<file path="config.mk">
export PLATFORM = sky130hd
export DESIGN_NAME = two_axis_weld_cycle_sequencer
export DESIGN_NICKNAME = d
export VERILOG_FILES = /design/src/rtl/core/wcs_pkg.sv /design/src/rtl/core/wcs_cycle_fsm.sv /design/src/rtl/core/two_axis_weld_cycle_sequencer.sv
export VERILOG_INCLUDE_DIRS = /design/src /design/src/rtl/core
export SDC_FILE = /design/constraint.sdc
export NUM_CORES = 1
export LEC_CHECK = 0
export BUFFER_PORTS_ARGS = -buffer_cell sky130_fd_sc_hd__buf_2
export CORE_UTILIZATION = 35
export CTS_CLUSTER_DIAMETER = 80
export DETAILED_ROUTE_END_ITERATION = 7
export GPL_ROUTABILITY_DRIVEN = 0
export GPL_TIMING_DRIVEN = 0
export PLACE_DENSITY_LB_ADDON = 0.2
export SYNTH_ARGS = -nofsm -noshare
export SYNTH_HDL_FRONTEND = slang
export SYNTH_HIERARCHICAL = 1
export SYNTH_SLANG_ARGS = --single-unit
</file>
<file path="constraint.sdc">
create_clock -name clk -period 9.1 [get_ports clk]
set_input_delay 0 -clock clk [delete_from_list [all_inputs] [get_ports clk]]
set_output_delay 0 -clock clk [all_outputs]
set_load 0.05 [all_outputs]
</file>
<file path="src/rtl/core/assert_macros.svh">
// Assertion macros shared by the weld cycle sequencer RTL.
// Expects clk and rst_n in the scope where a macro is used.
`ifndef ASSERT_MACROS_SVH
`define ASSERT_MACROS_SVH

`ifndef SYNTHESIS

`define ASSERT_CLK(lbl, prop, msg) \
    lbl: assert property (@(posedge clk) disable iff (!rst_n) (prop)) else $error(msg);

`define ASSERT_NEVER(lbl, cond, msg) \
    lbl: assert property (@(posedge clk) disable iff (!rst_n) !(cond)) else $error(msg);

`else

`define ASSERT_CLK(lbl, prop, msg)

`define ASSERT_NEVER(lbl, cond, msg)

`endif

`endif

</file>
<file path="src/rtl/core/wcs_pkg.sv">
// Types, register indexes and speed arithmetic for the weld cycle sequencer.
// No dependencies.
package wcs_pkg;

    typedef enum logic [2:0] {
        ST_STOPPED = 3'd0,
        ST_FORWARD = 3'd1,
        ST_BACK    = 3'd2,
        ST_PAUSED  = 3'd3,
        ST_ERROR   = 3'd4,
        ST_HOME1   = 3'd5,
        ST_HOME2   = 3'd6
    } cycle_t;

    typedef enum logic [1:0] {
        ERR_NONE          = 2'd0,
        ERR_BLOCKED       = 2'd1,
        ERR_HOME1_TIMEOUT = 2'd2,
        ERR_HOME2_TIMEOUT = 2'd3
    } fault_t;

    typedef enum logic [1:0] {
        MOT_STOP    = 2'd0,
        MOT_FORWARD = 2'd1,
        MOT_REVERSE = 2'd2
    } motor_t;

    localparam logic [1:0] REG_HOMING_TIMEOUT = 2'd0;
    localparam logic [1:0] REG_PRESS_HOLDOFF  = 2'd1;
    localparam logic [1:0] REG_HOMING_SPEED   = 2'd2;

    localparam logic [15:0] TIMEOUT_RESET      = 16'd10000;
    localparam logic [9:0]  HOLDOFF_RESET      = 10'd300;
    localparam logic [10:0] HOMING_SPEED_RESET = 11'd400;

    localparam logic [10:0] SPEED_MIN  = 11'd100;
    localparam logic [10:0] SPEED_MAX  = 11'd2000;
    localparam logic [10:0] SPEED_SPAN = 11'd1900;
    localparam logic [11:0] POT_FULL   = 12'd4095;

    typedef struct packed {
        logic button_down;
        logic limit_a_hit;
        logic limit_b_hit;
        logic limit_c_hit;
        logic limit_d_hit;
    } switches_t;

    typedef struct packed {
        logic [15:0] homing_timeout_ticks;
        logic [9:0]  press_holdoff_ticks;
    } seq_cfg_t;

    typedef struct packed {
        cycle_t cycle;
        logic   relay;
        motor_t motor_one;
        motor_t motor_two;
        logic   homed;
        fault_t fault;
    } seq_status_t;

    // pot * 1900 / 4095 + 100; split x = h*4096 + l = h*4095 + (h + l), h + l < 2*4095
    function automatic logic [10:0] map_speed(input logic [11:0] pot);
        logic [22:0] prod;
        logic [10:0] hi;
        logic [12:0] fold;
        logic [10:0] quot;
        prod = 23'(pot) * 23'(SPEED_SPAN);
        hi   = prod[22:12];
        fold = 13'(hi) + 13'(prod[11:0]);
        quot = hi + ((fold >= 13'(POT_FULL)) ? 11'd1 : 11'd0);
        return quot + SPEED_MIN;
    endfunction

    function automatic logic [10:0] clamp_speed(input logic [10:0] speed);
        logic [10:0] res;
        res = speed;
        if (speed < SPEED_MIN)
        begin
            res = SPEED_MIN;
        end
        if (speed > SPEED_MAX)
        begin
            res = SPEED_MAX;
        end
        return res;
    endfunction

endpackage

</file>
<file path="src/rtl/core/wcs_cycle_fsm.sv">
// Cycle state machine of the weld sequencer: press detection, hold-off,
// homing timer and fault latch. Depends on wcs_pkg and assert_macros.svh.
`include "assert_macros.svh"

module wcs_cycle_fsm (
    input  logic                clk,
    input  logic                rst_n,
    input  logic                advance,
    input  wcs_pkg::switches_t  sw,
    input  wcs_pkg::seq_cfg_t   cfg,
    output wcs_pkg::seq_status_t status
);
    import wcs_pkg::*;

    cycle_t      cycle_reg,   cycle_next;
    logic        homed_reg,   homed_next;
    logic        latch_reg,   latch_next;
    logic [15:0] timer_reg,   timer_next;
    logic [9:0]  holdoff_reg, holdoff_next;
    logic        relay_reg,   relay_next;
    fault_t      fault_reg,   fault_next;

    logic blocked;

    assign blocked = (sw.limit_a_hit && sw.limit_b_hit) || (sw.limit_c_hit && sw.limit_d_hit);

    always_ff @(posedge clk or negedge rst_n)
    begin
        if (!rst_n)
        begin
            cycle_reg   <= ST_STOPPED;
            homed_reg   <= 1'b0;
            latch_reg   <= 1'b0;
            timer_reg   <= '0;
            holdoff_reg <= '0;
            relay_reg   <= 1'b0;
            fault_reg   <= ERR_NONE;
        end
        else if (advance)
        begin
            cycle_reg   <= cycle_next;
            homed_reg   <= homed_next;
            latch_reg   <= latch_next;
            timer_reg   <= timer_next;
            holdoff_reg <= holdoff_next;
            relay_reg   <= relay_next;
            fault_reg   <= fault_next;
        end
    end

    always_comb
    begin
        cycle_next   = cycle_reg;
        homed_next   = homed_reg;
        latch_next   = latch_reg;
        timer_next   = timer_reg;
        holdoff_next = holdoff_reg;
        relay_next   = relay_reg;
        fault_next   = fault_reg;

        // press handling
        if (holdoff_reg != '0)
        begin
            holdoff_next = holdoff_reg - 10'd1;
        end
        else if (sw.button_down && !latch_reg)
        begin
            latch_next   = 1'b1;
            holdoff_next = cfg.press_holdoff_ticks;
            if (blocked)
            begin
                cycle_next = ST_ERROR;
                relay_next = 1'b0;
                fault_next = ERR_BLOCKED;
            end
            else
            begin
                case (cycle_reg)
                    ST_STOPPED:
                    begin
                        if (!homed_reg)
                        begin
                            cycle_next = ST_HOME1;
                            timer_next = '0;
                        end
                        else
                        begin
                            cycle_next = ST_FORWARD;
                            relay_next = 1'b1;
                        end
                    end
                    ST_PAUSED:
                    begin
                        cycle_next = ST_FORWARD;
                        relay_next = 1'b1;
                    end
                    ST_FORWARD, ST_BACK:
                    begin
                        cycle_next = ST_PAUSED;
                        relay_next = 1'b0;
                    end
                    default:
                    begin
                    end
                endcase
            end
        end
        else if (!sw.button_down)
        begin
            latch_next = 1'b0;
        end

        // state action
        case (cycle_next)
            ST_HOME1:
            begin
                if (sw.limit_a_hit)
                begin
                    timer_next = '0;
                    cycle_next = ST_HOME2;
                end
                else if (timer_next >= cfg.homing_timeout_ticks)
                begin
                    cycle_next = ST_ERROR;
                    relay_next = 1'b0;
                    fault_next = ERR_HOME1_TIMEOUT;
                end
                else
                begin
                    timer_next = timer_next + 16'd1;
                end
            end
            ST_HOME2:
            begin
                if (sw.limit_c_hit)
                begin
                    timer_next = '0;
                    homed_next = 1'b1;
                    cycle_next = ST_STOPPED;
                end
                else if (timer_next >= cfg.homing_timeout_ticks)
                begin
                    cycle_next = ST_ERROR;
                    relay_next = 1'b0;
                    fault_next = ERR_HOME2_TIMEOUT;
                end
                else
                begin
                    timer_next = timer_next + 16'd1;
                end
            end
            ST_FORWARD:
            begin
                if (sw.limit_b_hit)
                begin
                    relay_next = 1'b0;
                    cycle_next = ST_BACK;
                end
                if (sw.limit_d_hit)
                begin
                    cycle_next = ST_BACK;
                end
            end
            ST_BACK:
            begin
                if (sw.limit_a_hit)
                begin
                    cycle_next = ST_STOPPED;
                end
                if (sw.limit_c_hit)
                begin
                    cycle_next = ST_FORWARD;
                end
            end
            default:
            begin
            end
        endcase

        if (cycle_next == ST_ERROR)
        begin
            relay_next = 1'b0;
        end

        status.cycle     = cycle_next;
        status.relay     = relay_next;
        status.homed     = homed_next;
        status.fault     = fault_next;
        status.motor_one = MOT_STOP;
        status.motor_two = MOT_STOP;
        case (cycle_next)
            ST_FORWARD:
            begin
                status.motor_one = MOT_FORWARD;
                status.motor_two = MOT_FORWARD;
            end
            ST_BACK:
            begin
                status.motor_one = MOT_REVERSE;
                status.motor_two = MOT_REVERSE;
            end
            ST_HOME1:
            begin
                status.motor_one = MOT_REVERSE;
            end
            ST_HOME2:
            begin
                status.motor_two = MOT_REVERSE;
            end
            default:
            begin
            end
        endcase
    end

    `ASSERT_CLK(a_error_sticky, (cycle_reg == ST_ERROR) |=> (cycle_reg == ST_ERROR), "error state left before reset")
    `ASSERT_CLK(a_fault_matches_state, (cycle_reg == ST_ERROR) == (fault_reg != ERR_NONE), "fault code disagrees with error state")
    `ASSERT_NEVER(a_relay_off_in_error, (cycle_reg == ST_ERROR) && relay_reg, "relay on in error state")
    `ASSERT_CLK(a_homed_sticky, homed_reg |=> homed_reg, "homed flag dropped")

endmodule

</file>
<file path="src/rtl/core/two_axis_weld_cycle_sequencer.sv">
// Top level of the two-axis weld cycle sequencer: request handshakes,
// configuration registers and result register. Depends on wcs_pkg,
// wcs_cycle_fsm and assert_macros.svh.

// One request is one control tick and the block takes one request per clock
// cycle unless the input stalls. A request waits in the input register until
// the result slot is free; then the cycle state machine and the speed mapping
// (one 12 x 11 constant multiply with a fold for the divide by 4095) produce
// its result into the result register, where it is offered until taken.
// The output register lets a new request enter while a result waits;
// the input stalls only when both registers are full and the result is not
// taken. Configuration is written over the APB port at byte addresses 0
// (homing timeout), 4 (press hold-off) and 8 (homing speed); the user must
// write it only while no request is in flight, as the block itself does not
// enforce this. pready is always high.
`include "assert_macros.svh"

module two_axis_weld_cycle_sequencer (
    input  logic        clk,
    input  logic        rst_n,
    input  logic        psel,
    input  logic        penable,
    input  logic        pwrite,
    input  logic [3:0]  paddr,
    input  logic [31:0] pwdata,
    output logic [31:0] prdata,
    output logic        pready,
    input  logic        in_valid,
    output logic        in_ready,
    input  logic        button_down,
    input  logic        limit_a_hit,
    input  logic        limit_b_hit,
    input  logic        limit_c_hit,
    input  logic        limit_d_hit,
    input  logic [11:0] pot_one,
    input  logic [11:0] pot_two,
    output logic        out_valid,
    input  logic        out_ready,
    output logic [2:0]  cycle_state,
    output logic        relay_on,
    output logic [1:0]  motor_one_cmd,
    output logic [1:0]  motor_two_cmd,
    output logic [10:0] speed_one,
    output logic [10:0] speed_two,
    output logic        homed,
    output logic [1:0]  error_code
);
    import wcs_pkg::*;

    logic [15:0] timeout_reg;
    logic [9:0]  holdoff_cfg_reg;
    logic [10:0] homing_speed_reg;

    logic        in_full_reg,  in_full_next;
    switches_t   sw_reg;
    logic [11:0] pot_one_reg;
    logic [11:0] pot_two_reg;

    logic        out_valid_reg, out_valid_next;
    seq_status_t status_reg;
    logic [10:0] speed_one_reg;
    logic [10:0] speed_two_reg;

    logic        cfg_write;
    logic        advance;
    logic        in_take;
    seq_cfg_t    seq_cfg;
    seq_status_t status;
    logic [10:0] homing_speed_sat;
    logic [10:0] speed_one_next;
    logic [10:0] speed_two_next;

    assign pready    = 1'b1;
    assign cfg_write = psel && penable && pwrite;

    always_ff @(posedge clk or negedge rst_n)
    begin
        if (!rst_n)
        begin
            timeout_reg      <= TIMEOUT_RESET;
            holdoff_cfg_reg  <= HOLDOFF_RESET;
            homing_speed_reg <= HOMING_SPEED_RESET;
        end
        else if (cfg_write)
        begin
            case (paddr[3:2])
                REG_HOMING_TIMEOUT: timeout_reg      <= pwdata[15:0];
                REG_PRESS_HOLDOFF:  holdoff_cfg_reg  <= pwdata[9:0];
                REG_HOMING_SPEED:   homing_speed_reg <= pwdata[10:0];
                default:
                begin
                end
            endcase
        end
    end

    always_comb
    begin
        case (paddr[3:2])
            REG_HOMING_TIMEOUT: prdata = 32'(timeout_reg);
            REG_PRESS_HOLDOFF:  prdata = 32'(holdoff_cfg_reg);
            REG_HOMING_SPEED:   prdata = 32'(homing_speed_reg);
            default:            prdata = '0;
        endcase
    end

    assign seq_cfg.homing_timeout_ticks = timeout_reg;
    assign seq_cfg.press_holdoff_ticks  = holdoff_cfg_reg;

    // advance the request in the input register when the result slot is free
    assign advance      = in_full_reg && (!out_valid_reg || out_ready);
    assign in_ready     = !in_full_reg || advance;
    assign in_take      = in_valid && in_ready;
    assign in_full_next = in_take || (in_full_reg && !advance);

    always_ff @(posedge clk or negedge rst_n)
    begin
        if (!rst_n)
        begin
            in_full_reg <= 1'b0;
        end
        else
        begin
            in_full_reg <= in_full_next;
        end
    end

    always_ff @(posedge clk)
    begin
        if (in_take)
        begin
            sw_reg.button_down <= button_down;
            sw_reg.limit_a_hit <= limit_a_hit;
            sw_reg.limit_b_hit <= limit_b_hit;
            sw_reg.limit_c_hit <= limit_c_hit;
            sw_reg.limit_d_hit <= limit_d_hit;
            pot_one_reg        <= pot_one;
            pot_two_reg        <= pot_two;
        end
    end

    wcs_cycle_fsm u_fsm (
        .clk     (clk),
        .rst_n   (rst_n),
        .advance (advance),
        .sw      (sw_reg),
        .cfg     (seq_cfg),
        .status  (status)
    );

    assign homing_speed_sat = clamp_speed(homing_speed_reg);
    assign speed_one_next   = (status.cycle == ST_HOME1) ? homing_speed_sat
                                                         : map_speed(pot_one_reg);
    assign speed_two_next   = (status.cycle == ST_HOME2) ? homing_speed_sat
                                                         : map_speed(pot_two_reg);

    assign out_valid_next = advance || (out_valid_reg && !out_ready);

    always_ff @(posedge clk or negedge rst_n)
    begin
        if (!rst_n)
        begin
            out_valid_reg <= 1'b0;
        end
        else
        begin
            out_valid_reg <= out_valid_next;
        end
    end

    always_ff @(posedge clk)
    begin
        if (advance)
        begin
            status_reg    <= status;
            speed_one_reg <= speed_one_next;
            speed_two_reg <= speed_two_next;
        end
    end

    assign out_valid     = out_valid_reg;
    assign cycle_state   = status_reg.cycle;
    assign relay_on      = status_reg.relay;
    assign motor_one_cmd = status_reg.motor_one;
    assign motor_two_cmd = status_reg.motor_two;
    assign speed_one     = speed_one_reg;
    assign speed_two     = speed_two_reg;
    assign homed         = status_reg.homed;
    assign error_code    = status_reg.fault;

    `ASSERT_CLK(a_full_stall_blocks_input, (in_full_reg && out_valid_reg && !out_ready) |-> !in_ready, "request taken while both stages full and stalled")
    `ASSERT_CLK(a_advance_fills_result, advance |=> out_valid_reg, "advanced request produced no result")
    `ASSERT_CLK(a_speed_in_range, out_valid_reg |-> (speed_one_reg >= SPEED_MIN && speed_one_reg <= SPEED_MAX && speed_two_reg >= SPEED_MIN && speed_two_reg <= SPEED_MAX), "speed outside 100..2000")

endmodule
</file>
**After elaboration in Yosys (flattened, before gate mapping)**

Cells that the tools add are included.

- Add/sub/neg operators: 8
- Multipliers: 2
- $lt $le $gt $ge: 5
- Equal/unequal tests: 15
- Muxes and demuxes: 56
- Bitwise logic cells: 1
- Reduce and logical (&&, ||, !) cells: 31

Operators with widths:

| operator | number |
|---|---|
| $mux 16 | 8 |
| $pmux 16 s3 | 1 |
| $mux 11 | 4 |
| $mul 12x9->21 const B | 2 |
| $mux 3 | 11 |
| $pmux 16 s2 | 1 |
| $add 11x12->13 | 2 |
| $ge 13x12->1 const B | 2 |
| $add 11x1->11 | 2 |
| $add 11x7->11 const B | 2 |
| $mux 10 | 2 |
| $add 16x1->16 const B | 1 |
| $ge 16x16->1 | 1 |
| $eq 3x3->1 const B | 5 |
| $mux 1 | 15 |
| $mux 2 | 7 |
| $eq 3x2->1 const B | 4 |
| $pmux 2 s2 | 3 |
| $pmux 3 s4 | 1 |
| $gt 11x11->1 const B | 1 |
| $lt 11x7->1 const B | 1 |
| $reduce_bool 10->1 | 1 |
| $sub 10x1->10 const B | 1 |
| $eq 3x1->1 const B | 3 |
| other kinds (15) | 37 |

- Register bits after elaboration: 135
- Input port bits: 72
- Word-level logic and storage cells: 145

**Logic depth before layout (Yosys ltp)**

- Depth after elaboration: 12
- Mapped depth: 36
- Mapped depth without buffers: 35

**Modules after synthesis**

The synthesis kept the hierarchy.

Modules (own cells, without submodules):

| module | instances | cells an instance | area an instance (um^2) | sequential area each (um^2) |
|---|---|---|---|---|
| two_axis_weld_cycle_sequencer | 1 | 1020 | 10440.0 | 2852.7 |
| wcs_cycle_fsm | 1 | 369 | 2930.3 | 850.8 |

**Worst setup path before layout**

Ideal clock, no wire load.

- Kind: register to register
- Start: register pot_two_reg[2]
- End: register speed_two_reg[9], in the netlist speed_two[9] (data pin)
- Arrival time: 7.110 ns
- Data required time: 8.830 ns
- Setup slack: 1.720 ns
- Cell stages (with the launch flop): 33
- Path buffers: 0
- Clock period less this slack: 7.380 ns
- Cells stage by stage: edfxtp_1 > inv_1 > fa_1 > fa_1 > inv_1 > fa_1 > inv_1 > fa_1 > inv_1 > ha_1 > nand3_1 > o2111a_2 > o21ai_0 > a21oi_1 > o21bai_1 > xor2_1 > ha_1 > nor2b_1 > o21ai_0 > nor2b_1 > nor3b_1 > a221o_2 > a21oi_1 > nor3b_1 > a22o_1 > a211o_1 > ha_1 > a21oi_1 > and3b_1 > nor3_1 > or2_2 > xor2_1 > a21oi_1

- Longest elaborated chain between the ends: 7

Ends and longest elaborated chain:

| item | RTL line | source |
|---|---|---|
| start: declaration | two_axis_weld_cycle_sequencer.sv:57 | `logic [11:0] pot_two_reg;` |
| start signal: assignment | two_axis_weld_cycle_sequencer.sv:138 | `pot_two_reg <= pot_two;` |
| $mul 12x9->21 * | wcs_pkg.sv:69 | `prod = 23'(pot) * 23'(SPEED_SPAN);` |
| $add 11x12->13 | wcs_pkg.sv:71 | `fold = 13'(hi) + 13'(prod[11:0]);` |
| $ge 13x12->1 | wcs_pkg.sv:72 | `quot = hi + ((fold >= 13'(POT_FULL)) ? 11'd1 : 11'd0);` |
| $mux 1 | wcs_pkg.sv:72 |  |
| $add 11x1->11 * | wcs_pkg.sv:72 |  |
| $add 11x7->11 * | wcs_pkg.sv:73 | `return quot + SPEED_MIN;` |
| $mux 11 * | two_axis_weld_cycle_sequencer.sv:154 | `assign speed_two_next = (status.cycle == ST_HOME2) ? homing_speed_sat` |
| net speed_two_next[9] | two_axis_weld_cycle_sequencer.sv:71 | `logic [10:0] speed_two_next;` |
| end signal: assignment | two_axis_weld_cycle_sequencer.sv:177 | `speed_two_reg <= speed_two_next;` |
| end: declaration | two_axis_weld_cycle_sequencer.sv:62 | `logic [10:0] speed_two_reg;` |

Mark *: on every way through the listed nets, which the timed path passes. The rest lies on a longest branch.
A chain may end at the register's enable or synchronous reset.

**Worst setup path in the final report**

- Start: register pot_two_reg[3]
- End: register speed_two_reg[9], in the netlist speed_two[9] (data pin)

Same word-level chain as after synthesis.

==> flow_summary.yaml <==
worst_setup_path:
  critPathKind: "reg -> reg"
  cp_data_arrival_time_ns: 8.54
  worst_ep_required_time_ns: 9.26
  cp_top_family: "adder cells"
  r2r_slack_ns: 0.72
  crit_path_top_delay_cell: "fa_1"
  cp-end-kind: "flop"
  startpoint: "pot_two_reg[3]"
  crit_buf_inv: 4
  r2r_end: "speed_two[9]"
  timing.rr.start: "pot_two_reg[3]"
  path_max_fanout: 5
  max_stage_delay_ns: 0.55
  reg2regPathDepth: 33
  cp-start-kind: "flop"
logic_synthesis:
  yosysSeqAreaShare_pct: 27.7
  synth_area_leaders: "fa_1 (14%), edfxtp_1 (14%), ha_1 (14%)"
  postSynthCellCount: 1389
  yosys-top-cells-count: "inv_1 (246), ha_1 (147), fa_1 (94), nand2_1 (86), a21oi_1 (77)"
  ys_ff_latch: 135
  yosysTopAreaCell: "fa_1"
  avgSynthCellArea_sq_um: 9.63
  synth_edf_count: 62
  synthFlopType: "edfxtp_1"
  yosys_warnings: 6
  ys_types: 96
  yosysTopAreaCellShare_pct: 14.1
  syn-cell-area_sq_mm: 0.0134
  synthArstFlopShare_pct: 54.1
  yosysMostFrequentCell: "inv_1"
sta:
  finalSetupTns_ns: 0
  period_needed_ns: 8.38
  finalCritPeriodShare_pct: 92.1
  max_freq_ghz: 0.119
  rsz0062_at_grt: "no"
  setup_violations: 0
  hold_viol_final: 0
  tightest_slew_ns: 0.840
  slew_viol_final: 0
  slew_headroom_pct: 44.0
  fin_skew_ns: 0.0119
finish:
  drive_above_1_share_pct: 15.3
  diodes: 0
  area_delta_synth_final_pct: 17.3
  final_net_count: 1890
route:
  viasPerCell: 4.90
  drtPass1Iterations: 5
  wl_per_cell_microns: 15.7
  top_layer_used: "met4"
  drtIter0Drc: 542
  dr_wl_met2_mm: 16.2
  drc_errors: 0
  vias: 10287
  drt-total-wl_mm: 32.9
  wl_met3_mm: 1.06
  drtAntennaViolNets: 0
  wl_met1_mm: 15.0
cts:
  cts_tree: "built"
  ctsResizeCount: 0
  clkTransAtPathRegs_ns: 0.07
  insertion_delay_ns: 0.44
  cts-root-buf: "clkbuf_16"
  htreeDepth: 4
  cts.sinks: 135
  cts_made_buffers: 17
  clockBufferDepth: 2
floorplan:
  io_pins: 140
  fp-row-count: 71
  coreArea_sq_mm: 0.0377
  initial_utilization_pct: 35.5
  die_area_sq_mm: 0.0390
  die_h_microns: 197
  fp.dieW_microns: 197
grt:
  antenna_found_initial: 0
  grt.total_usage_pct: 17.6
  grt_max_degree: 68
  grt_pass1_vias: 10208
  grt_pass1_wl_mm: 53.3
  grt_overflow: 0
placement:
  portBuffers: 102
  dp_hpwl_mm: 26.3
min_path:
  hold_path_class: "in -> async"
status:
  status: "completed"
run:
  drv_cap: 0
==> area by class of cell <==
type	count	area, sq um
Fill cell	3787	22000
Multi-Input combinational cell	972	8530
Sequential cell	135	3700
Timing Repair Buffer	154	1060
Inverter	247	927
Tap cell	511	639
Clock buffer	23	479
Buffer	50	277
Clock inverter	9	67.6
==> layout by cell type, fill, tap and decap left out, types with 28 or more instances in the layout <==
master	Yosys	routed
dfrtp_1	61	61
nand2_1	86	86
fa_1	94	94
inv_1	246	246
nor2_1	68	68
dlygate4sd3_1	0	50
clkbuf_1	24	28
o21ai_0	64	64
edfxtp_1	62	62
mux2_2	44	44
xnor2_1	41	41
a21oi_1	77	77
ha_1	147	147
buf_2	2	103
==> metal layers <==
metal | up-vias | GRT usage [%]
li1 | 5111 | -
met1 | 4968 | 22.8
met2 | 172 | 30.1
met3 | 36 | 2.65
met4 | 0 | 5.48
met5 | - | 0
==> metrics by stage <==
stage	worst slack [ns]	hold slack (ns)	area (sq um)	instances	util (%)
after CTS	0.724	0.0741	15700	2101	41.6
after global placement	0.786	0.177	14600	2017	38.7
after detailed placement	0.766	-0.155	14600	2019	38.8
final	0.720	0.0957	15700	2101	41.6
after global routing	0.189	0.133	15700	2101	41.6
after floorplan	1.72	-0.296	13400	1404	-
==> kinds of logic (layout without fill, tap and decap cells) <==
| group | Yosys count | in the layout | synth area share, % |
|---|---|---|---|
| adder cells (fa/ha/maj) | 242 | 242 | 27.9 |
| AO/OA/AOI/OAI | 285 | 285 | 14.5 |
| buffers and inverters | 297 | 483 | 9.00 |
| other | 2 | 17 | 0.0562 |
| flip-flops | 135 | 135 | 27.7 |
| AND/OR/NAND/NOR | 313 | 313 | 12.1 |
| multiplexers | 60 | 60 | 4.90 |
| XOR/XNOR | 55 | 55 | 3.77 |
==> worst max-delay path by stage <==
| stage | endpoint | slack [ns] | depth (start not counted) |
|---|---|---|---|
| detailed placement | speed_two[9] | 0.77 | 33 |
| finish | speed_two[9] | 0.72 | 33 |
| global route | speed_two[10] | 0.19 | 33 |
| CTS | speed_two[9] | 0.72 | 33 |
| floorplan | speed_two[9] | 1.72 | 32 |
| global placement | speed_two[9] | 0.79 | 33 |
==> what timing repair did <==
item,in CTS,in global routing
hold buffers,50,0
buffers inserted,0,0
hold endpoints to repair,141,0
==> worst register-to-register path: cells and delay by family, from the launching register on <==
kind                     cells  cell delay, ns
buffers and inverters        4            0.38
flip-flops                   1            0.44
AO/OA/AOI/OAI               11            2.02
adder cells (fa/ha/maj)      7            2.97
XOR/XNOR                     1            0.14
AND/OR/NAND/NOR             10            2.17
Power is left out: the tool's default activity adds up to more than one toggle a clock period on the data nets, which glitch-free logic cannot reach.
